$ cat src/sv/ptvc_pkg.sv
`timescale 1ns / 1ps
// ----------------------------------------------------------------------------
// ptvc_pkg
// Shared types, constants and fixed-point helpers for the path-tracking
// velocity corrector: Q4.12 data, register map, cosine table.
// ----------------------------------------------------------------------------
package ptvc_pkg;

	localparam int DATA_WIDTH      = 16;
	localparam int FRAC_BITS       = 12;
	localparam int COS_TABLE_DEPTH = 256;
	localparam int COS_IDX_W       = $clog2(COS_TABLE_DEPTH);
	localparam int ALPHA_BITS      = 16;
	localparam int CFG_IDX_W       = 3;
	localparam int CFG_DATA_W      = (DATA_WIDTH > ALPHA_BITS) ? DATA_WIDTH : ALPHA_BITS;

	// wide enough for a full product plus rounding and a few sums
	localparam int ACC_W = 2 * DATA_WIDTH + 2;

	typedef logic signed [DATA_WIDTH-1:0] data_t;
	typedef logic [ALPHA_BITS-1:0]        alpha_t;
	typedef logic signed [ACC_W-1:0]      acc_t;

	typedef enum logic {
		KIND_UPDATE  = 1'b0,
		KIND_COMMAND = 1'b1
	} kind_t;

	typedef enum logic [CFG_IDX_W-1:0] {
		CFG_GAIN_LONGITUDINAL = 3'd0,
		CFG_GAIN_LATERAL      = 3'd1,
		CFG_GAIN_HEADING      = 3'd2,
		CFG_FILTER_ALPHA      = 3'd3,
		CFG_MIN_LINEAR        = 3'd4,
		CFG_MAX_LINEAR        = 3'd5,
		CFG_MIN_ANGULAR       = 3'd6,
		CFG_MAX_ANGULAR       = 3'd7
	} cfg_index_t;

	typedef struct packed {
		data_t  gain_longitudinal;
		data_t  gain_lateral;
		data_t  gain_heading;
		alpha_t filter_alpha;
		data_t  min_linear;
		data_t  max_linear;
		data_t  min_angular;
		data_t  max_angular;
	} cfg_t;

	typedef struct packed {
		data_t filtered_long_error;
		data_t lateral_error;
		data_t heading_error;
		data_t cos_lateral;
	} track_t;

	localparam data_t DATA_MAX  = {1'b0, {(DATA_WIDTH-1){1'b1}}};
	localparam data_t DATA_MIN  = {1'b1, {(DATA_WIDTH-1){1'b0}}};
	localparam data_t ONE_Q     = data_t'(longint'(1) << FRAC_BITS);
	localparam data_t NEG_ONE_Q = -ONE_Q;

	localparam longint QMUL_HALF  = longint'(1) << (FRAC_BITS - 1);
	localparam longint ALPHA_HALF = longint'(1) << (ALPHA_BITS - 1);

	// 2*pi constants for the cosine index and table
	localparam longint unsigned TWO_PI_Q32 = 64'd26986075409;
	localparam longint unsigned TWO_PI_Q28 = 64'd1686629713;
	localparam longint unsigned COS_TWO_PI =
		(TWO_PI_Q32 + (64'd1 << (31 - FRAC_BITS))) >> (32 - FRAC_BITS);

	// index = (|lat| * depth + 2pi/2) / 2pi, done as multiply by a ceiling
	// reciprocal; exact for every numerator below 2^COS_NUM_W
	localparam int COS_NUM_W       = DATA_WIDTH + COS_IDX_W;
	localparam int COS_DIV_W       = $clog2(COS_TWO_PI);
	localparam int COS_RECIP_SHIFT = COS_NUM_W + COS_DIV_W;
	localparam int COS_RECIP_W     = COS_NUM_W + 1;
	localparam longint unsigned COS_RECIP =
		((64'd1 << COS_RECIP_SHIFT) + COS_TWO_PI - 64'd1) / COS_TWO_PI;

	typedef data_t cos_tab_t [COS_TABLE_DEPTH];

	function automatic data_t sat_data(input acc_t v);
		if (v > acc_t'(DATA_MAX))
			return DATA_MAX;
		else if (v < acc_t'(DATA_MIN))
			return DATA_MIN;
		else
			return data_t'(v);
	endfunction

	// rounded (ties toward +inf) and saturated Q product
	function automatic data_t qmul(input data_t a, input data_t b);
		acc_t p;
		p = acc_t'(a) * acc_t'(b);
		p = p + acc_t'(QMUL_HALF);
		return sat_data(p >>> FRAC_BITS);
	endfunction

	// lower bound first, then upper, so upper wins on crossed bounds
	function automatic data_t clamp_sat(input acc_t v, input data_t lo, input data_t hi);
		acc_t t;
		t = v;
		if (t < acc_t'(lo))
			t = acc_t'(lo);
		if (t > acc_t'(hi))
			t = acc_t'(hi);
		return sat_data(t);
	endfunction

	// cosine over one full turn from a 28-bit fixed-point Taylor series,
	// evaluated at elaboration only; term n is divided by (2n-1)(2n)
	function automatic cos_tab_t build_cos_table();
		cos_tab_t        tab;
		longint unsigned kk;
		longint unsigned x;
		longint unsigned x2;
		longint unsigned term;
		longint unsigned mag;
		longint unsigned r;
		longint          sum;
		longint          v;
		for (int k = 0; k < COS_TABLE_DEPTH; k++) begin
			kk = longint'(k);
			if (kk > longint'(COS_TABLE_DEPTH) - kk)
				kk = longint'(COS_TABLE_DEPTH) - kk;
			x    = (TWO_PI_Q28 * kk) >> COS_IDX_W;
			x2   = (x * x) >> 28;
			term = 64'd1 << 28;
			sum  = longint'(term);
			term = ((term * x2) >> 28) / 64'd2;
			sum  = sum - longint'(term);
			term = ((term * x2) >> 28) / 64'd12;
			sum  = sum + longint'(term);
			term = ((term * x2) >> 28) / 64'd30;
			sum  = sum - longint'(term);
			term = ((term * x2) >> 28) / 64'd56;
			sum  = sum + longint'(term);
			term = ((term * x2) >> 28) / 64'd90;
			sum  = sum - longint'(term);
			term = ((term * x2) >> 28) / 64'd132;
			sum  = sum + longint'(term);
			term = ((term * x2) >> 28) / 64'd182;
			sum  = sum - longint'(term);
			term = ((term * x2) >> 28) / 64'd240;
			sum  = sum + longint'(term);
			term = ((term * x2) >> 28) / 64'd306;
			sum  = sum - longint'(term);
			term = ((term * x2) >> 28) / 64'd380;
			sum  = sum + longint'(term);
			term = ((term * x2) >> 28) / 64'd462;
			sum  = sum - longint'(term);
			term = ((term * x2) >> 28) / 64'd552;
			sum  = sum + longint'(term);
			term = ((term * x2) >> 28) / 64'd650;
			sum  = sum - longint'(term);
			mag = (sum < 0) ? longint'(-sum) : longint'(sum);
			r   = (mag + (64'd1 << (27 - FRAC_BITS))) >> (28 - FRAC_BITS);
			v   = (sum < 0) ? -longint'(r) : longint'(r);
			if (v > longint'(DATA_MAX))
				v = longint'(DATA_MAX);
			if (v < longint'(DATA_MIN))
				v = longint'(DATA_MIN);
			tab[k] = data_t'(v);
		end
		return tab;
	endfunction

	localparam cos_tab_t COS_TABLE = build_cos_table();

endpackage

$ cat src/sv/ptvc_correct.sv
`timescale 1ns / 1ps
// ----------------------------------------------------------------------------
// ptvc_correct
// Velocity command correction from the stored tracking errors, with
// saturating products and clamped outputs.
// ----------------------------------------------------------------------------
module ptvc_correct
	import ptvc_pkg::*;
(
	input  data_t  linear_in,
	input  data_t  angular_in,
	input  track_t track,
	input  cfg_t   cfg,
	output data_t  linear,
	output data_t  angular
);

	acc_t ang_sum;
	acc_t lin_sum;

	always_comb begin
		ang_sum = acc_t'(angular_in)
		        + acc_t'(qmul(cfg.gain_lateral, track.lateral_error))
		        - acc_t'(qmul(cfg.gain_heading, track.heading_error));
		lin_sum = acc_t'(qmul(linear_in, track.cos_lateral))
		        - acc_t'(qmul(cfg.gain_longitudinal, track.filtered_long_error));
		angular = clamp_sat(ang_sum, cfg.min_angular, cfg.max_angular);
		linear  = clamp_sat(lin_sum, cfg.min_linear, cfg.max_linear);
	end

endmodule

$ cat config.mk
export PLATFORM = sky130hd
export DESIGN_NAME = ptvc_correct
export DESIGN_NICKNAME = d
export VERILOG_FILES = /design/src/sv/ptvc_pkg.sv /design/src/sv/ptvc_correct.sv
export SDC_FILE = /design/constraint.sdc
export NUM_CORES = 2
export LEC_CHECK = 0
export BUFFER_PORTS_ARGS = -buffer_cell sky130_fd_sc_hd__buf_4
export CAP_MARGIN = 25
export CORE_MARGIN = 5
export CORE_UTILIZATION = 45
export DETAILED_ROUTE_END_ITERATION = 10
export PLACE_DENSITY = 0.61
export SYNTH_ARGS = -nofsm -noshare
export SYNTH_HDL_FRONTEND = slang
export SYNTH_SLANG_ARGS = --single-unit
$ cat constraint.sdc
create_clock -name vclk -period 21.6
set_input_delay 2.16 -clock vclk [all_inputs]
set_output_delay 2.16 -clock vclk [all_outputs]
set_load 0.02 [all_outputs]
==> qor.csv <==
metric;value;unit
outcome;completed;
gp_congestion;0.857;
vias_per_cell;5.05;
ant_nets;0;
grt-ovfl-total;0;
yosysTopAreaCell;fa_1;
io_buffers;240;
grt.total_usage;0.216;
final_net_count;6785;
grt_pass1_vias;34900;
regArea;0;µm²
hold_ws;4.68;ns
synth_cells;4982;
worstMarginPinSlew;1.01;ns
worst_setup_path_end_kind;output pin;
die_y;323;µm
area_growth;6.42;%
yosysWarnings;0;
period_share;0.929;
design.seq.count;0;
synth_area;44000;µm²
syn_nets;6705;
drt_wl_total;109000;µm
fmax;0.0498;GHz
num_rows;114;
crit_type;in -> out;
setup_viol;0;
layout_commonest_cell;inv_1;
start_util;0.454;
clkbuf_count;0;
hpwl;93700;µm
ioPinCount;256;
cts-hold-fix-buffers;0;
path_max_fanout;29;
netlist.area_leader.share;0.494;
slew_headroom;0.322;
cts_resized;0;
cp-start-kind;input pin;
drv_cap;0;
firstDrtPassIters;5;
die_area;104000;µm²
synth_seq_area_share;0;
worst_ep_arrival_time;17.90;ns
min_period;20.06;ns
avgRoutedWirePerCell;17.1;µm
grt_first_pass_wirelength;182000;µm
coreArea;96900;µm²
grt_max_degree;30;
syn_avg_cell_area;8.83;µm²
cp_common_cell;fa_1;
cp_slowest_cell;a311oi_2;
synth_cell_type_count;82;
cp_data_required_time;19.44;ns
drc;0;
die_w;323;µm
synth_top_cells_by_area;fa_1 (49%), ha_1 (12%), inv_1 (12%);
hold_viol_final;0;
tns;0;ns
postCtsSetupBuffers;0;
hp-class;in -> out;
drtIter0Drc;1372;
via_count;32100;
drive_gt1_frac;0.0597;
layout_common_cells;inv_1 (1350), fa_1 (1085), nand2_1 (543), and2_1 (478), ha_1 (414);
antenna_found_initial;12;
rsz0062_at_grt;no;
slowest_delay;0.89;ns
final-max-slew-violation-count;0;
## cell type report
cell class / instances / area (µm²)
Timing Repair Buffer: 243 / 1840
Fill cell: 9442 / 50000
Multi-Input combinational cell: 3467 / 38300
Inverter: 1350 / 5070
Antenna cell: 8 / 20.0
Tap cell: 1276 / 1600
## cell usage after synthesis, types with 6 or more instances
master	n
ha_1	414
mux2_2	26
a211oi_1	19
nand2b_1	23
a31oi_1	11
clkbuf_1	156
fa_1	1085
o21ai_0	100
o21a_1	20
nor3_1	10
nor2b_1	16
inv_1	1350
o21bai_1	10
xnor2_1	89
nand3b_1	7
a21o_1	86
a21oi_2	10
mux2i_1	19
a21oi_1	139
o211ai_1	14
buf_2	6
nand3_1	23
nand4_1	35
o221ai_1	6
a21boi_0	6
xor2_1	47
nand2_1	543
and2_1	478
and3_1	9
nor2_1	118
## metrics by stage
stage          cells  setup slack [ns]  area, µm²   util
3_3_place_gp    6334              1.62      46800  0.483
6_report        6344              1.54      46800  0.483
3_5_place_dp    6335              1.54      46800  0.483
2_1_floorplan   4982              3.87      44000      -
5_1_grt         6339             0.337      46800  0.483
4_1_cts         6335              1.46      46800  0.483
## path summary, 6_finish.rpt
path / from / to / slack (ns) / depth (start not counted)
max: track[33] / angular[6] / 1.54 / 49
min: cfg[46] / linear[14] / 4.68 / 3
## critical path: cells and delay by family
| family | cells | cell delay, ns |
|---|---|---|
| AO/OA/AOI/OAI | 20 | 6.34 |
| adder cells (fa/ha/maj) | 11 | 5.32 |
| AND/OR/NAND/NOR | 7 | 1.84 |
| buffers and inverters | 8 | 1.35 |
| multiplexers | 1 | 0.45 |
| XOR/XNOR | 2 | 0.42 |
## routing by layer
| metal | track usage | vias up | share of wire |
|---|---|---|---|
| met5 | 0 | - | 0.00035 |
| met4 | 0.0385 | 6 | 0.020 |
| met3 | 0.0248 | 106 | 0.050 |
| met2 | 0.373 | 601 | 0.49 |
| met1 | 0.300 | 16400 | 0.44 |
| li1 | - | 14900 | - |
## cells by family after synthesis
kind of cell               count (synthesis)  share of synthesized area
muxes                                     46                     0.0113
buffers and inverters                   1515                      0.130
and+or+nand+nor                         1291                      0.146
xor gates and xnor gates                 136                     0.0271
adders and majority gates               1502                      0.612
AOI/OAI and AO/OA                        492                     0.0735
Power is left out: the tool's default activity adds up to more than one toggle a clock period on the data nets, which glitch-free logic cannot reach.
