<file path="src/sv/ptvc_pkg.sv">
`timescale 1ns / 1ps
// ----------------------------------------------------------------------------
// ptvc_pkg
// Shared types, constants and fixed-point helpers for the path-tracking
// velocity corrector: Q4.12 data, register map, cosine table.
// ----------------------------------------------------------------------------
package ptvc_pkg;

	localparam int DATA_WIDTH      = 16;
	localparam int FRAC_BITS       = 12;
	localparam int COS_TABLE_DEPTH = 256;
	localparam int COS_IDX_W       = $clog2(COS_TABLE_DEPTH);
	localparam int ALPHA_BITS      = 16;
	localparam int CFG_IDX_W       = 3;
	localparam int CFG_DATA_W      = (DATA_WIDTH > ALPHA_BITS) ? DATA_WIDTH : ALPHA_BITS;

	// wide enough for a full product plus rounding and a few sums
	localparam int ACC_W = 2 * DATA_WIDTH + 2;

	typedef logic signed [DATA_WIDTH-1:0] data_t;
	typedef logic [ALPHA_BITS-1:0]        alpha_t;
	typedef logic signed [ACC_W-1:0]      acc_t;

	typedef enum logic {
		KIND_UPDATE  = 1'b0,
		KIND_COMMAND = 1'b1
	} kind_t;

	typedef enum logic [CFG_IDX_W-1:0] {
		CFG_GAIN_LONGITUDINAL = 3'd0,
		CFG_GAIN_LATERAL      = 3'd1,
		CFG_GAIN_HEADING      = 3'd2,
		CFG_FILTER_ALPHA      = 3'd3,
		CFG_MIN_LINEAR        = 3'd4,
		CFG_MAX_LINEAR        = 3'd5,
		CFG_MIN_ANGULAR       = 3'd6,
		CFG_MAX_ANGULAR       = 3'd7
	} cfg_index_t;

	typedef struct packed {
		data_t  gain_longitudinal;
		data_t  gain_lateral;
		data_t  gain_heading;
		alpha_t filter_alpha;
		data_t  min_linear;
		data_t  max_linear;
		data_t  min_angular;
		data_t  max_angular;
	} cfg_t;

	typedef struct packed {
		data_t filtered_long_error;
		data_t lateral_error;
		data_t heading_error;
		data_t cos_lateral;
	} track_t;

	localparam data_t DATA_MAX  = {1'b0, {(DATA_WIDTH-1){1'b1}}};
	localparam data_t DATA_MIN  = {1'b1, {(DATA_WIDTH-1){1'b0}}};
	localparam data_t ONE_Q     = data_t'(longint'(1) << FRAC_BITS);
	localparam data_t NEG_ONE_Q = -ONE_Q;

	localparam longint QMUL_HALF  = longint'(1) << (FRAC_BITS - 1);
	localparam longint ALPHA_HALF = longint'(1) << (ALPHA_BITS - 1);

	// 2*pi constants for the cosine index and table
	localparam longint unsigned TWO_PI_Q32 = 64'd26986075409;
	localparam longint unsigned TWO_PI_Q28 = 64'd1686629713;
	localparam longint unsigned COS_TWO_PI =
		(TWO_PI_Q32 + (64'd1 << (31 - FRAC_BITS))) >> (32 - FRAC_BITS);

	// index = (|lat| * depth + 2pi/2) / 2pi, done as multiply by a ceiling
	// reciprocal; exact for every numerator below 2^COS_NUM_W
	localparam int COS_NUM_W       = DATA_WIDTH + COS_IDX_W;
	localparam int COS_DIV_W       = $clog2(COS_TWO_PI);
	localparam int COS_RECIP_SHIFT = COS_NUM_W + COS_DIV_W;
	localparam int COS_RECIP_W     = COS_NUM_W + 1;
	localparam longint unsigned COS_RECIP =
		((64'd1 << COS_RECIP_SHIFT) + COS_TWO_PI - 64'd1) / COS_TWO_PI;

	typedef data_t cos_tab_t [COS_TABLE_DEPTH];

	function automatic data_t sat_data(input acc_t v);
		if (v > acc_t'(DATA_MAX))
			return DATA_MAX;
		else if (v < acc_t'(DATA_MIN))
			return DATA_MIN;
		else
			return data_t'(v);
	endfunction

	// rounded (ties toward +inf) and saturated Q product
	function automatic data_t qmul(input data_t a, input data_t b);
		acc_t p;
		p = acc_t'(a) * acc_t'(b);
		p = p + acc_t'(QMUL_HALF);
		return sat_data(p >>> FRAC_BITS);
	endfunction

	// lower bound first, then upper, so upper wins on crossed bounds
	function automatic data_t clamp_sat(input acc_t v, input data_t lo, input data_t hi);
		acc_t t;
		t = v;
		if (t < acc_t'(lo))
			t = acc_t'(lo);
		if (t > acc_t'(hi))
			t = acc_t'(hi);
		return sat_data(t);
	endfunction

	// cosine over one full turn from a 28-bit fixed-point Taylor series,
	// evaluated at elaboration only; term n is divided by (2n-1)(2n)
	function automatic cos_tab_t build_cos_table();
		cos_tab_t        tab;
		longint unsigned kk;
		longint unsigned x;
		longint unsigned x2;
		longint unsigned term;
		longint unsigned mag;
		longint unsigned r;
		longint          sum;
		longint          v;
		for (int k = 0; k < COS_TABLE_DEPTH; k++) begin
			kk = longint'(k);
			if (kk > longint'(COS_TABLE_DEPTH) - kk)
				kk = longint'(COS_TABLE_DEPTH) - kk;
			x    = (TWO_PI_Q28 * kk) >> COS_IDX_W;
			x2   = (x * x) >> 28;
			term = 64'd1 << 28;
			sum  = longint'(term);
			term = ((term * x2) >> 28) / 64'd2;
			sum  = sum - longint'(term);
			term = ((term * x2) >> 28) / 64'd12;
			sum  = sum + longint'(term);
			term = ((term * x2) >> 28) / 64'd30;
			sum  = sum - longint'(term);
			term = ((term * x2) >> 28) / 64'd56;
			sum  = sum + longint'(term);
			term = ((term * x2) >> 28) / 64'd90;
			sum  = sum - longint'(term);
			term = ((term * x2) >> 28) / 64'd132;
			sum  = sum + longint'(term);
			term = ((term * x2) >> 28) / 64'd182;
			sum  = sum - longint'(term);
			term = ((term * x2) >> 28) / 64'd240;
			sum  = sum + longint'(term);
			term = ((term * x2) >> 28) / 64'd306;
			sum  = sum - longint'(term);
			term = ((term * x2) >> 28) / 64'd380;
			sum  = sum + longint'(term);
			term = ((term * x2) >> 28) / 64'd462;
			sum  = sum - longint'(term);
			term = ((term * x2) >> 28) / 64'd552;
			sum  = sum + longint'(term);
			term = ((term * x2) >> 28) / 64'd650;
			sum  = sum - longint'(term);
			mag = (sum < 0) ? longint'(-sum) : longint'(sum);
			r   = (mag + (64'd1 << (27 - FRAC_BITS))) >> (28 - FRAC_BITS);
			v   = (sum < 0) ? -longint'(r) : longint'(r);
			if (v > longint'(DATA_MAX))
				v = longint'(DATA_MAX);
			if (v < longint'(DATA_MIN))
				v = longint'(DATA_MIN);
			tab[k] = data_t'(v);
		end
		return tab;
	endfunction

	localparam cos_tab_t COS_TABLE = build_cos_table();

endpackage

</file>
<file path="src/sv/ptvc_cfg_regs.sv">
`timescale 1ns / 1ps
// ----------------------------------------------------------------------------
// ptvc_cfg_regs
// Gain, filter coefficient and clamp registers behind a plain write port.
// ----------------------------------------------------------------------------
module ptvc_cfg_regs
	import ptvc_pkg::*;
(
	input  logic                  clk,
	input  logic                  arst_n,
	input  logic                  cfg_we,
	input  logic [CFG_IDX_W-1:0]  cfg_index,
	input  logic [CFG_DATA_W-1:0] cfg_data,
	output cfg_t                  cfg
);

	cfg_t  cfg_q;
	data_t wr_data;

	assign wr_data = data_t'(cfg_data[DATA_WIDTH-1:0]);
	assign cfg     = cfg_q;

	always_ff @(posedge clk or negedge arst_n) begin
		if (!arst_n) begin
			cfg_q.gain_longitudinal <= '0;
			cfg_q.gain_lateral      <= '0;
			cfg_q.gain_heading      <= '0;
			cfg_q.filter_alpha      <= '1;
			cfg_q.min_linear        <= NEG_ONE_Q;
			cfg_q.max_linear        <= ONE_Q;
			cfg_q.min_angular       <= NEG_ONE_Q;
			cfg_q.max_angular       <= ONE_Q;
		end else if (cfg_we) begin
			unique case (cfg_index_t'(cfg_index))
				CFG_GAIN_LONGITUDINAL: cfg_q.gain_longitudinal <= wr_data;
				CFG_GAIN_LATERAL:      cfg_q.gain_lateral      <= wr_data;
				CFG_GAIN_HEADING:      cfg_q.gain_heading      <= wr_data;
				CFG_FILTER_ALPHA:      cfg_q.filter_alpha      <= cfg_data[ALPHA_BITS-1:0];
				CFG_MIN_LINEAR:        cfg_q.min_linear        <= wr_data;
				CFG_MAX_LINEAR:        cfg_q.max_linear        <= wr_data;
				CFG_MIN_ANGULAR:       cfg_q.min_angular       <= wr_data;
				CFG_MAX_ANGULAR:       cfg_q.max_angular       <= wr_data;
			endcase
		end
	end

endmodule

</file>
<file path="config.mk">
export PLATFORM = sky130hd
export DESIGN_NAME = ptvc_cfg_regs
export DESIGN_NICKNAME = d
export VERILOG_FILES = /design/src/sv/ptvc_pkg.sv /design/src/sv/ptvc_cfg_regs.sv
export SDC_FILE = /design/constraint.sdc
export NUM_CORES = 1
export LEC_CHECK = 0
export BUFFER_PORTS_ARGS = -buffer_cell sky130_fd_sc_hd__buf_2
export CORE_MARGIN = 2
export CORE_UTILIZATION = 50
export DETAILED_ROUTE_END_ITERATION = 10
export GPL_TIMING_DRIVEN = 0
export PLACE_DENSITY = 0.75
export SYNTH_ARGS = -nofsm -noshare
export SYNTH_HDL_FRONTEND = slang
export SYNTH_SLANG_ARGS = --single-unit
</file>
<file path="constraint.sdc">
create_clock -name clk -period 0.8 [get_ports clk]
set_input_delay 0.04 -clock clk [delete_from_list [all_inputs] [get_ports clk]]
set_output_delay 0.04 -clock clk [all_outputs]
set_load 0.01 [all_outputs]
</file>
==> metrics.txt, run 1 <==
Pre-antenna DRT Iters=4; Mapped Nets=301; P_leak=3.99 nW; GRT Total Usage=0.250; Core ar.=9680 um^2; hold slack=-519 ps; Critical Path RT=760 ps; port bufs=145; Synth Area in Compound Gates=0; max-cap viol count=0; startpoint types=register; DR iter-0 viols=99; die width=103 um; setup violators final=201; share of cells above drive strength 1=0.779; vias=3478; row count=36; Initial Util=0.511; crit path kind=register to output port; XOR/XNOR Fraction of Synth Area=0; placed insts=558; post-synthesis mux area share=0.299; antenna-violating nets left=0; count of different cell masters after synthesis=12; simple-gate share of the synthesized area=0.0225; Clk Tree Root Cell=clkbuf_8; worst-margin pin slew=562 ps; relative slew slack=0.625; max-slew violation count=0; Post-Synth Adder-Cell Area=0; Worst path top cell family by delay=flip-flops; Nets=557; Final WS setup=-416 ps; CP max FO=2; first-pass GRT wire length=19600 um; slowest stage delay, CP=560 ps; failing checks=hold timing, setup timing; CP Cell Sequence=buf_6; Area Overhead vs Synth=64.9%; final WL=14700 um; largest family of logic cells by synthesized area=multiplexers; power per cell area=3020 nW/um^2; initial antenna violation count=0; drt wl/cell=21.6 um; CP bufs+invs=1; register bit total from synthesis=128; Mapped Area=4950 um^2; footprint of the multi-input gates=1850 um^2; ANT cells=0; most frequent cells in the layout=buf_6 (123), dfrtp_1 (102), mux2_4 (78), buf_2 (77), mux2_2 (50); die area=10700 um^2; IO Count=150; worst endpoint data arrival time=1180 ps; CTS Buf Count=17; fillers=440; Final Cell Area=8160 um^2; status=finished, violations left; via/cell ratio=5.11; worst vdd ir=1.65 mV; R2R Setup Slk=-150 ps; Hold/Removal Path Class=input pin to asynchronous set/reset pin; Worst-path clk slew=60 ps; Achievable Freq=822 MHz; register area=3240 um^2; CTS max path bufs=2; syn avg cell area=17.7 um^2; max reg flops=128; synthesized netlist cell count=279; Residual DRC=0; Post-DP Area=6130 um^2; cts hold-fix bufs=16; crit path max-delay cell type=dfstp_2; clk sinks=128; TritonCTS clock tree=built; total congestion overflow=0; worst clock skew=0 ps; post-synthesis sequential area ratio=0.654; Post-Layout Cell Count=681; GPL Wtd Cong=0.763; largest net degree at the start of global routing=71; final hold vios=113; chip height=103 um; minimum clock period=1220 ps; RSZ-0062 raised after global routing=true; Worst Setup End Kind=output port; HPWL Detailed=7550 um; Yosys warning total=0; post-route clock period utilization=1.52; commonest non-fill, non-tap cell in the layout=buf_6; worst skew pair latency=510 ps; vias in the first global route=3638; H-tree depth=4
-- per-layer routing --
layer,share of wire,track usage,up-vias
li1,-,-,1509
met2,0.52,0.419,134
met1,0.39,0.302,1812
met4,0.015,0.0870,0
met5,0,0,-
met3,0.072,0.0860,23
-- worst paths after layout --
kind                            startpoint  endpoint  cells after the start
worst max-delay path               cfg[44]   cfg[44]                      1
worst min-delay path                arst_n    cfg[8]                      1
worst max register to register     cfg[86]   cfg[86]                      2
worst min register to register     cfg[10]   cfg[10]                      1
max in group asynchronous           arst_n   cfg[30]                      2
min in group clk                    cfg_we   cfg[32]                      3
-- timing repair --
action,4_1_cts,5_1_grt
resized for setup,59,83
hold endpoints to repair,240,61
pin swaps,1,0
setup endpoints to repair,154,190
setup buffers,63,33
-- metrics by stage --
stage          power, mW  setup slack, ps   util  setup TNS [ps]
3_3_place_gp        13.4            -1830  0.630         -261850
4_1_cts             23.3             -425  0.796          -44060
5_1_grt             25.6             -449  0.843          -51070
6_report            24.7             -416  0.843          -45000
2_1_floorplan       11.4             -452      -          -30230
3_5_place_dp        13.6             -698  0.633          -47490
-- cell usage after synthesis --
library cell	number	area (um^2)
dfstp_2	26	683
dfrtp_1	102	2550
nor4bb_1	3	30.0
nor4b_4	1	23.8
mux2_2	118	1330
buf_8	1	15.0
buf_4	2	15.0
nand4b_2	3	45.0
buf_6	5	56.3
buf_2	7	35.0
nand4_2	1	12.5
mux2_4	10	150
-- kinds of logic (layout without fill, tap and decap cells) --
family | Yosys count | after routing
and+or+nand+nor | 8 | 8
muxes | 128 | 128
buffers and inverters | 15 | 284
DFF | 128 | 128
-- report_power, final --
group / switching (mW) / internal (mW) / leakage (nW)
registers: 1.12 / 8.13 / 1.50
logic: 2.58 / 4.76 / 2.20
clock network: 2.96 / 5.10 / 0.293
total: 6.66 / 18.0 / 3.99
-- final cells by class --
type,count,area share
flip-flops and latches,128,0.397
repair buffers,237,0.256
multi-input cells,136,0.227
clock buffers,21,0.0575
plain buffers,15,0.0238
well taps,133,0.0204
clock inverters,11,0.0186
(Power assumes the default switching activity.)
==> run 2: changes to the inputs <==
--- a/config.mk
+++ b/config.mk
@@ -10,7 +10,7 @@
 export CORE_UTILIZATION = 50
 export DETAILED_ROUTE_END_ITERATION = 10
 export GPL_TIMING_DRIVEN = 0
-export PLACE_DENSITY = 0.75
+export PLACE_DENSITY = 0.78
 export SYNTH_ARGS = -nofsm -noshare
 export SYNTH_HDL_FRONTEND = slang
 export SYNTH_SLANG_ARGS = --single-unit
==> metrics.txt, run 2 (same netlist as run 1, synthesis figures left out) <==
status=finished, violations left; failing checks=hold timing, setup timing; Post-Layout Cell Count=674; Finished Core Util=0.833; ANT cells=0; max-slew violation count=0; final WL=14800 um; cts hold-fix bufs=16; setup violators final=190; vias=3489; largest net degree at the start of global routing=74; IO Count=150; Achievable Freq=822 MHz; final hold vios=74; setup TNS=-43910 ps; antenna-violating nets left=0; CTS Buf Count=17; switch share=0.267; worst clock skew=0 ps; placed insts=558; GPL Wtd Cong=0.783; CP max FO=2; share of cells above drive strength 1=0.773; H-tree depth=4; crit path max-delay cell type=dfstp_2; Final WS setup=-416 ps; Area Overhead vs Synth=63.0%; crit path kind=register to output port; P_leak=3.93 nW; Residual DRC=0; max reg flops=128; worst skew pair latency=510 ps; die width=103 um; Core ar.=9680 um^2; max-cap viol count=0; RSZ-0062 raised after global routing=true; power per cell area=3000 nW/um^2; Pre-antenna DRT Iters=4; initial antenna violation count=0; Nets=550; Internal=17.8 mW; CTS max path bufs=2; worst-margin pin slew=672 ps; worst endpoint data arrival time=1180 ps; hold slack=-463 ps; Worst path top cell family by delay=flip-flops; commonest non-fill, non-tap cell in the layout=buf_6; TritonCTS clock tree=built; Critical Path RT=760 ps; die area=10700 um^2; most frequent cells in the layout=buf_6 (122), dfrtp_1 (102), buf_2 (74), mux2_4 (72), mux2_2 (56); vias in the first global route=3666; CP Cell Sequence=buf_6; Worst-path clk slew=60 ps; drt wl/cell=22.0 um; first-pass GRT wire length=20000 um; DR iter-0 viols=94; startpoint types=register; slowest stage delay, CP=560 ps; GRT Total Usage=0.260; post-route clock period utilization=1.52; total congestion overflow=0; port bufs=145; minimum clock period=1220 ps; HPWL Detailed=7770 um; clk sinks=128; CP bufs+invs=1; chip height=103 um; Worst Setup End Kind=output port; relative slew slack=0.552; Clock power frac=0.320; sequential share of power=0.381; Hold/Removal Path Class=input pin to asynchronous set/reset pin; combinational share of power=0.299; Clk Tree Root Cell=clkbuf_8; via/cell ratio=5.18; Sw Pwr=6.47 mW; Initial Util=0.511; worst vdd ir=1.74 mV; row count=36
## run 2: final timing paths
path / from / to / slack [ps] / cells after the start
worst max-delay path: cfg[28] / cfg[28] / -420 / 1
worst min-delay path: arst_n / cfg[93] / -460 / 1
worst max register to register: cfg[122] / cfg[122] / -180 / 3
worst min register to register: cfg[113] / cfg[113] / 510 / 1
max in group asynchronous: arst_n / cfg[67] / 490 / 2
min in group clk: cfg_we / cfg[33] / 20 / 3
## run 2: routing by layer
metal / GRT usage / vias to the layer above / part of all wire
met4: 0.104 / 0 / 0.018
met5: 0 / - / 0
met1: 0.295 / 1826 / 0.39
li1: - / 1500 / -
met2: 0.451 / 143 / 0.54
met3: 0.0874 / 20 / 0.058
## run 2: final cells by class
| cell class | instances | area (um^2) |
|---|---|---|
| Buffer | 15 | 194 |
| Tap cell | 133 | 166 |
| Clock inverter | 10 | 134 |
| Multi-Input combinational cell | 136 | 1830 |
| Timing Repair Buffer | 230 | 2040 |
| Fill cell | 443 | 1620 |
| Sequential cell | 128 | 3240 |
| Clock buffer | 22 | 463 |
## run 2: stage by stage
step	area, um^2	worst slack (ps)	power [mW]
after global routing	8070	-458	25.2
after global placement	6100	-1820	13.4
after CTS	7610	-417	22.9
final	8070	-416	24.2
after detailed placement	6130	-705	13.6
after floorplan	5210	-452	11.4
## run 2: repair_timing
item	CTS	global route
resized for setup	57	79
endpoints found under the setup margin	149	184
setup buffers	55	40
hold endpoints to repair	200	60
pin swaps	1	0
## run 2: power by group through the flow
stage	Clock, mW	Sequential (mW)	Combinational (mW)
after detailed placement	0	8.96	4.61
after floorplan	0	9.62	1.81
after global routing	8.19	9.36	7.68
final	7.75	9.23	7.24
after CTS	7.73	8.94	6.19
after global placement	0	8.87	4.48
==> run 3: changes to the inputs <==
--- a/config.mk
+++ b/config.mk
@@ -6,11 +6,12 @@
 export NUM_CORES = 1
 export LEC_CHECK = 0
 export BUFFER_PORTS_ARGS = -buffer_cell sky130_fd_sc_hd__buf_2
+export CAP_MARGIN = 20
 export CORE_MARGIN = 2
-export CORE_UTILIZATION = 50
+export CORE_UTILIZATION = 46
 export DETAILED_ROUTE_END_ITERATION = 10
 export GPL_TIMING_DRIVEN = 0
-export PLACE_DENSITY = 0.78
+export PLACE_DENSITY = 0.76
 export SYNTH_ARGS = -nofsm -noshare
 export SYNTH_HDL_FRONTEND = slang
 export SYNTH_SLANG_ARGS = --single-unit
==> constraint.sdc (replaced) <==
create_clock -name clk -period 1.1 [get_ports clk]
set_input_delay 0.055 -clock clk [delete_from_list [all_inputs] [get_ports clk]]
set_output_delay 0.055 -clock clk [all_outputs]
set_load 0.01 [all_outputs]
==> metrics.txt, run 3 (same netlist as run 1, synthesis figures left out) <==
post-route clock period utilization=1.12; status=finished, violations left; Area Overhead vs Synth=51.2%; FF-to-FF Start=cfg[54]; CP max FO=2; worst-margin pin slew=689 ps; fillers=665; antenna-violating nets left=0; placed insts=561; cts hold-fix bufs=17; GRT Total Usage=0.219; row count=37; setup violators final=36; Pre-antenna DRT Iters=4; minimum clock period=1230 ps; Achievable Freq=813 MHz; port bufs=145; Clk Tree Root Cell=clkbuf_8; setup TNS=-2770 ps; final hold vios=5; Worst-path clk slew=60 ps; combinational share of power=0.283; CTS Buf Count=17; commonest non-fill, non-tap cell in the layout=dfrtp_1; Clock power frac=0.305; CTS max path bufs=2; hold depth=3; Post-DP Area=6020 um^2; TritonCTS clock tree=built; via/cell ratio=4.94; P_leak=3.58 nW; clk sinks=128; share of cells above drive strength 1=0.769; Finished Core Util=0.721; slowest stage delay, CP=550 ps; Critical Path RT=1040 ps; vias=3286; worst endpoint data arrival time=1170 ps; IO Count=150; DR iter-0 viols=136; register area=3240 um^2; Place WS=-464 ps; Worst Setup End Kind=output port; die area=11600 um^2; max-slew violation count=0; initial antenna violation count=0; CP Cell Sequence=buf_6; Design Power=15.9 mW; R2R Setup Slk=70 ps; min-delay src=cfg_index[2]; GPL Wtd Cong=0.739; CP bufs+invs=1; H-tree depth=4; worst vdd ir=1.06 mV; Internal=11.5 mW; Hold/Removal Path Class=input pin to register; Residual DRC=0; footprint of the multi-input gates=1700 um^2; Initial Util=0.477; Worst Hold Path EP=cfg[116]; relative slew slack=0.539; chip height=108 um; RSZ-0062 raised after global routing=true; total congestion overflow=0; hold slack=-5.77 ps; most frequent cells in the layout=dfrtp_1 (102), buf_2 (92), mux2_2 (89), buf_6 (58), buf_4 (58); sequential share of power=0.413; worst skew pair latency=510 ps; max reg flops=128; first-pass GRT wire length=18700 um; switch share=0.277; crit path max-delay cell type=dfstp_2; worst clock skew=0 ps; final WL=12900 um; Final Cell Area=7480 um^2; Worst R2R Path Depth=3; Core ar.=10400 um^2; Nets=538; Worst path top cell family by delay=flip-flops; crit path kind=register to output port; largest net degree at the start of global routing=68; r2r endpoint=cfg[54]; startpoint types=register; vias in the first global route=3403; Post-Layout Cell Count=665; ANT cells=0; drt wl/cell=19.3 um; max-cap viol count=0; HPWL Detailed=7560 um; failing checks=hold timing, setup timing; power per cell area=2130 nW/um^2; Sw Pwr=4.41 mW; die width=108 um; Final WS setup=-129 ps
-- run 3: power by group through the flow --
stage | sequential, mW | combinational (mW) | clock, mW
finish | 6.57 | 4.50 | 4.85
global route | 6.67 | 4.79 | 5.14
CTS | 6.49 | 4.07 | 4.93
detailed placement | 6.50 | 3.24 | 0
global placement | 6.44 | 3.17 | 0
floorplan | 6.99 | 1.21 | 0
-- run 3: per-layer routing --
layer  global-route usage  vias up  part of all wire
met2                0.357      117              0.51
met5                    0        -                 0
li1                     -     1479                 -
met4               0.0824        0             0.017
met3               0.0654       20             0.059
met1                0.274     1670              0.41
-- run 3: layout make-up --
| cell class | count | share of cell area |
|---|---|---|
| Sequential cell | 128 | 0.433 |
| Multi-Input combinational cell | 136 | 0.227 |
| Timing Repair Buffer | 218 | 0.226 |
| Clock buffer | 18 | 0.0572 |
| Tap cell | 136 | 0.0228 |
| Buffer | 15 | 0.0212 |
| Clock inverter | 14 | 0.0127 |
-- run 3: repair_timing --
| action | CTS | global route |
|---|---|---|
| setup buffers | 34 | 21 |
| pin swaps | 0 | 0 |
| resized for setup | 40 | 17 |
| setup endpoints to repair | 121 | 128 |
| endpoints found under the hold margin | 192 | 6 |
-- run 3: worst max path at each step --
stage / cells past startpoint / startpoint / to / slack [ps]
final: 1 / cfg[29] / cfg[29] / -130
after global routing: 1 / cfg[29] / cfg[29] / -160
after CTS: 1 / cfg[29] / cfg[29] / -140
after detailed placement: 4 / cfg_index[1] / cfg[119] / -460
after global placement: 1 / arst_n / cfg[112] / -1540
after floorplan: 4 / cfg_index[1] / cfg[118] / -170
-- run 3: worst register-to-register path: cells and delay by family (launching register included) --
| family | cells | cell delay (ps) |
|---|---|---|
| buffers and inverters | 2 | 270 |
| flip-flops | 1 | 380 |
| multiplexers | 1 | 270 |
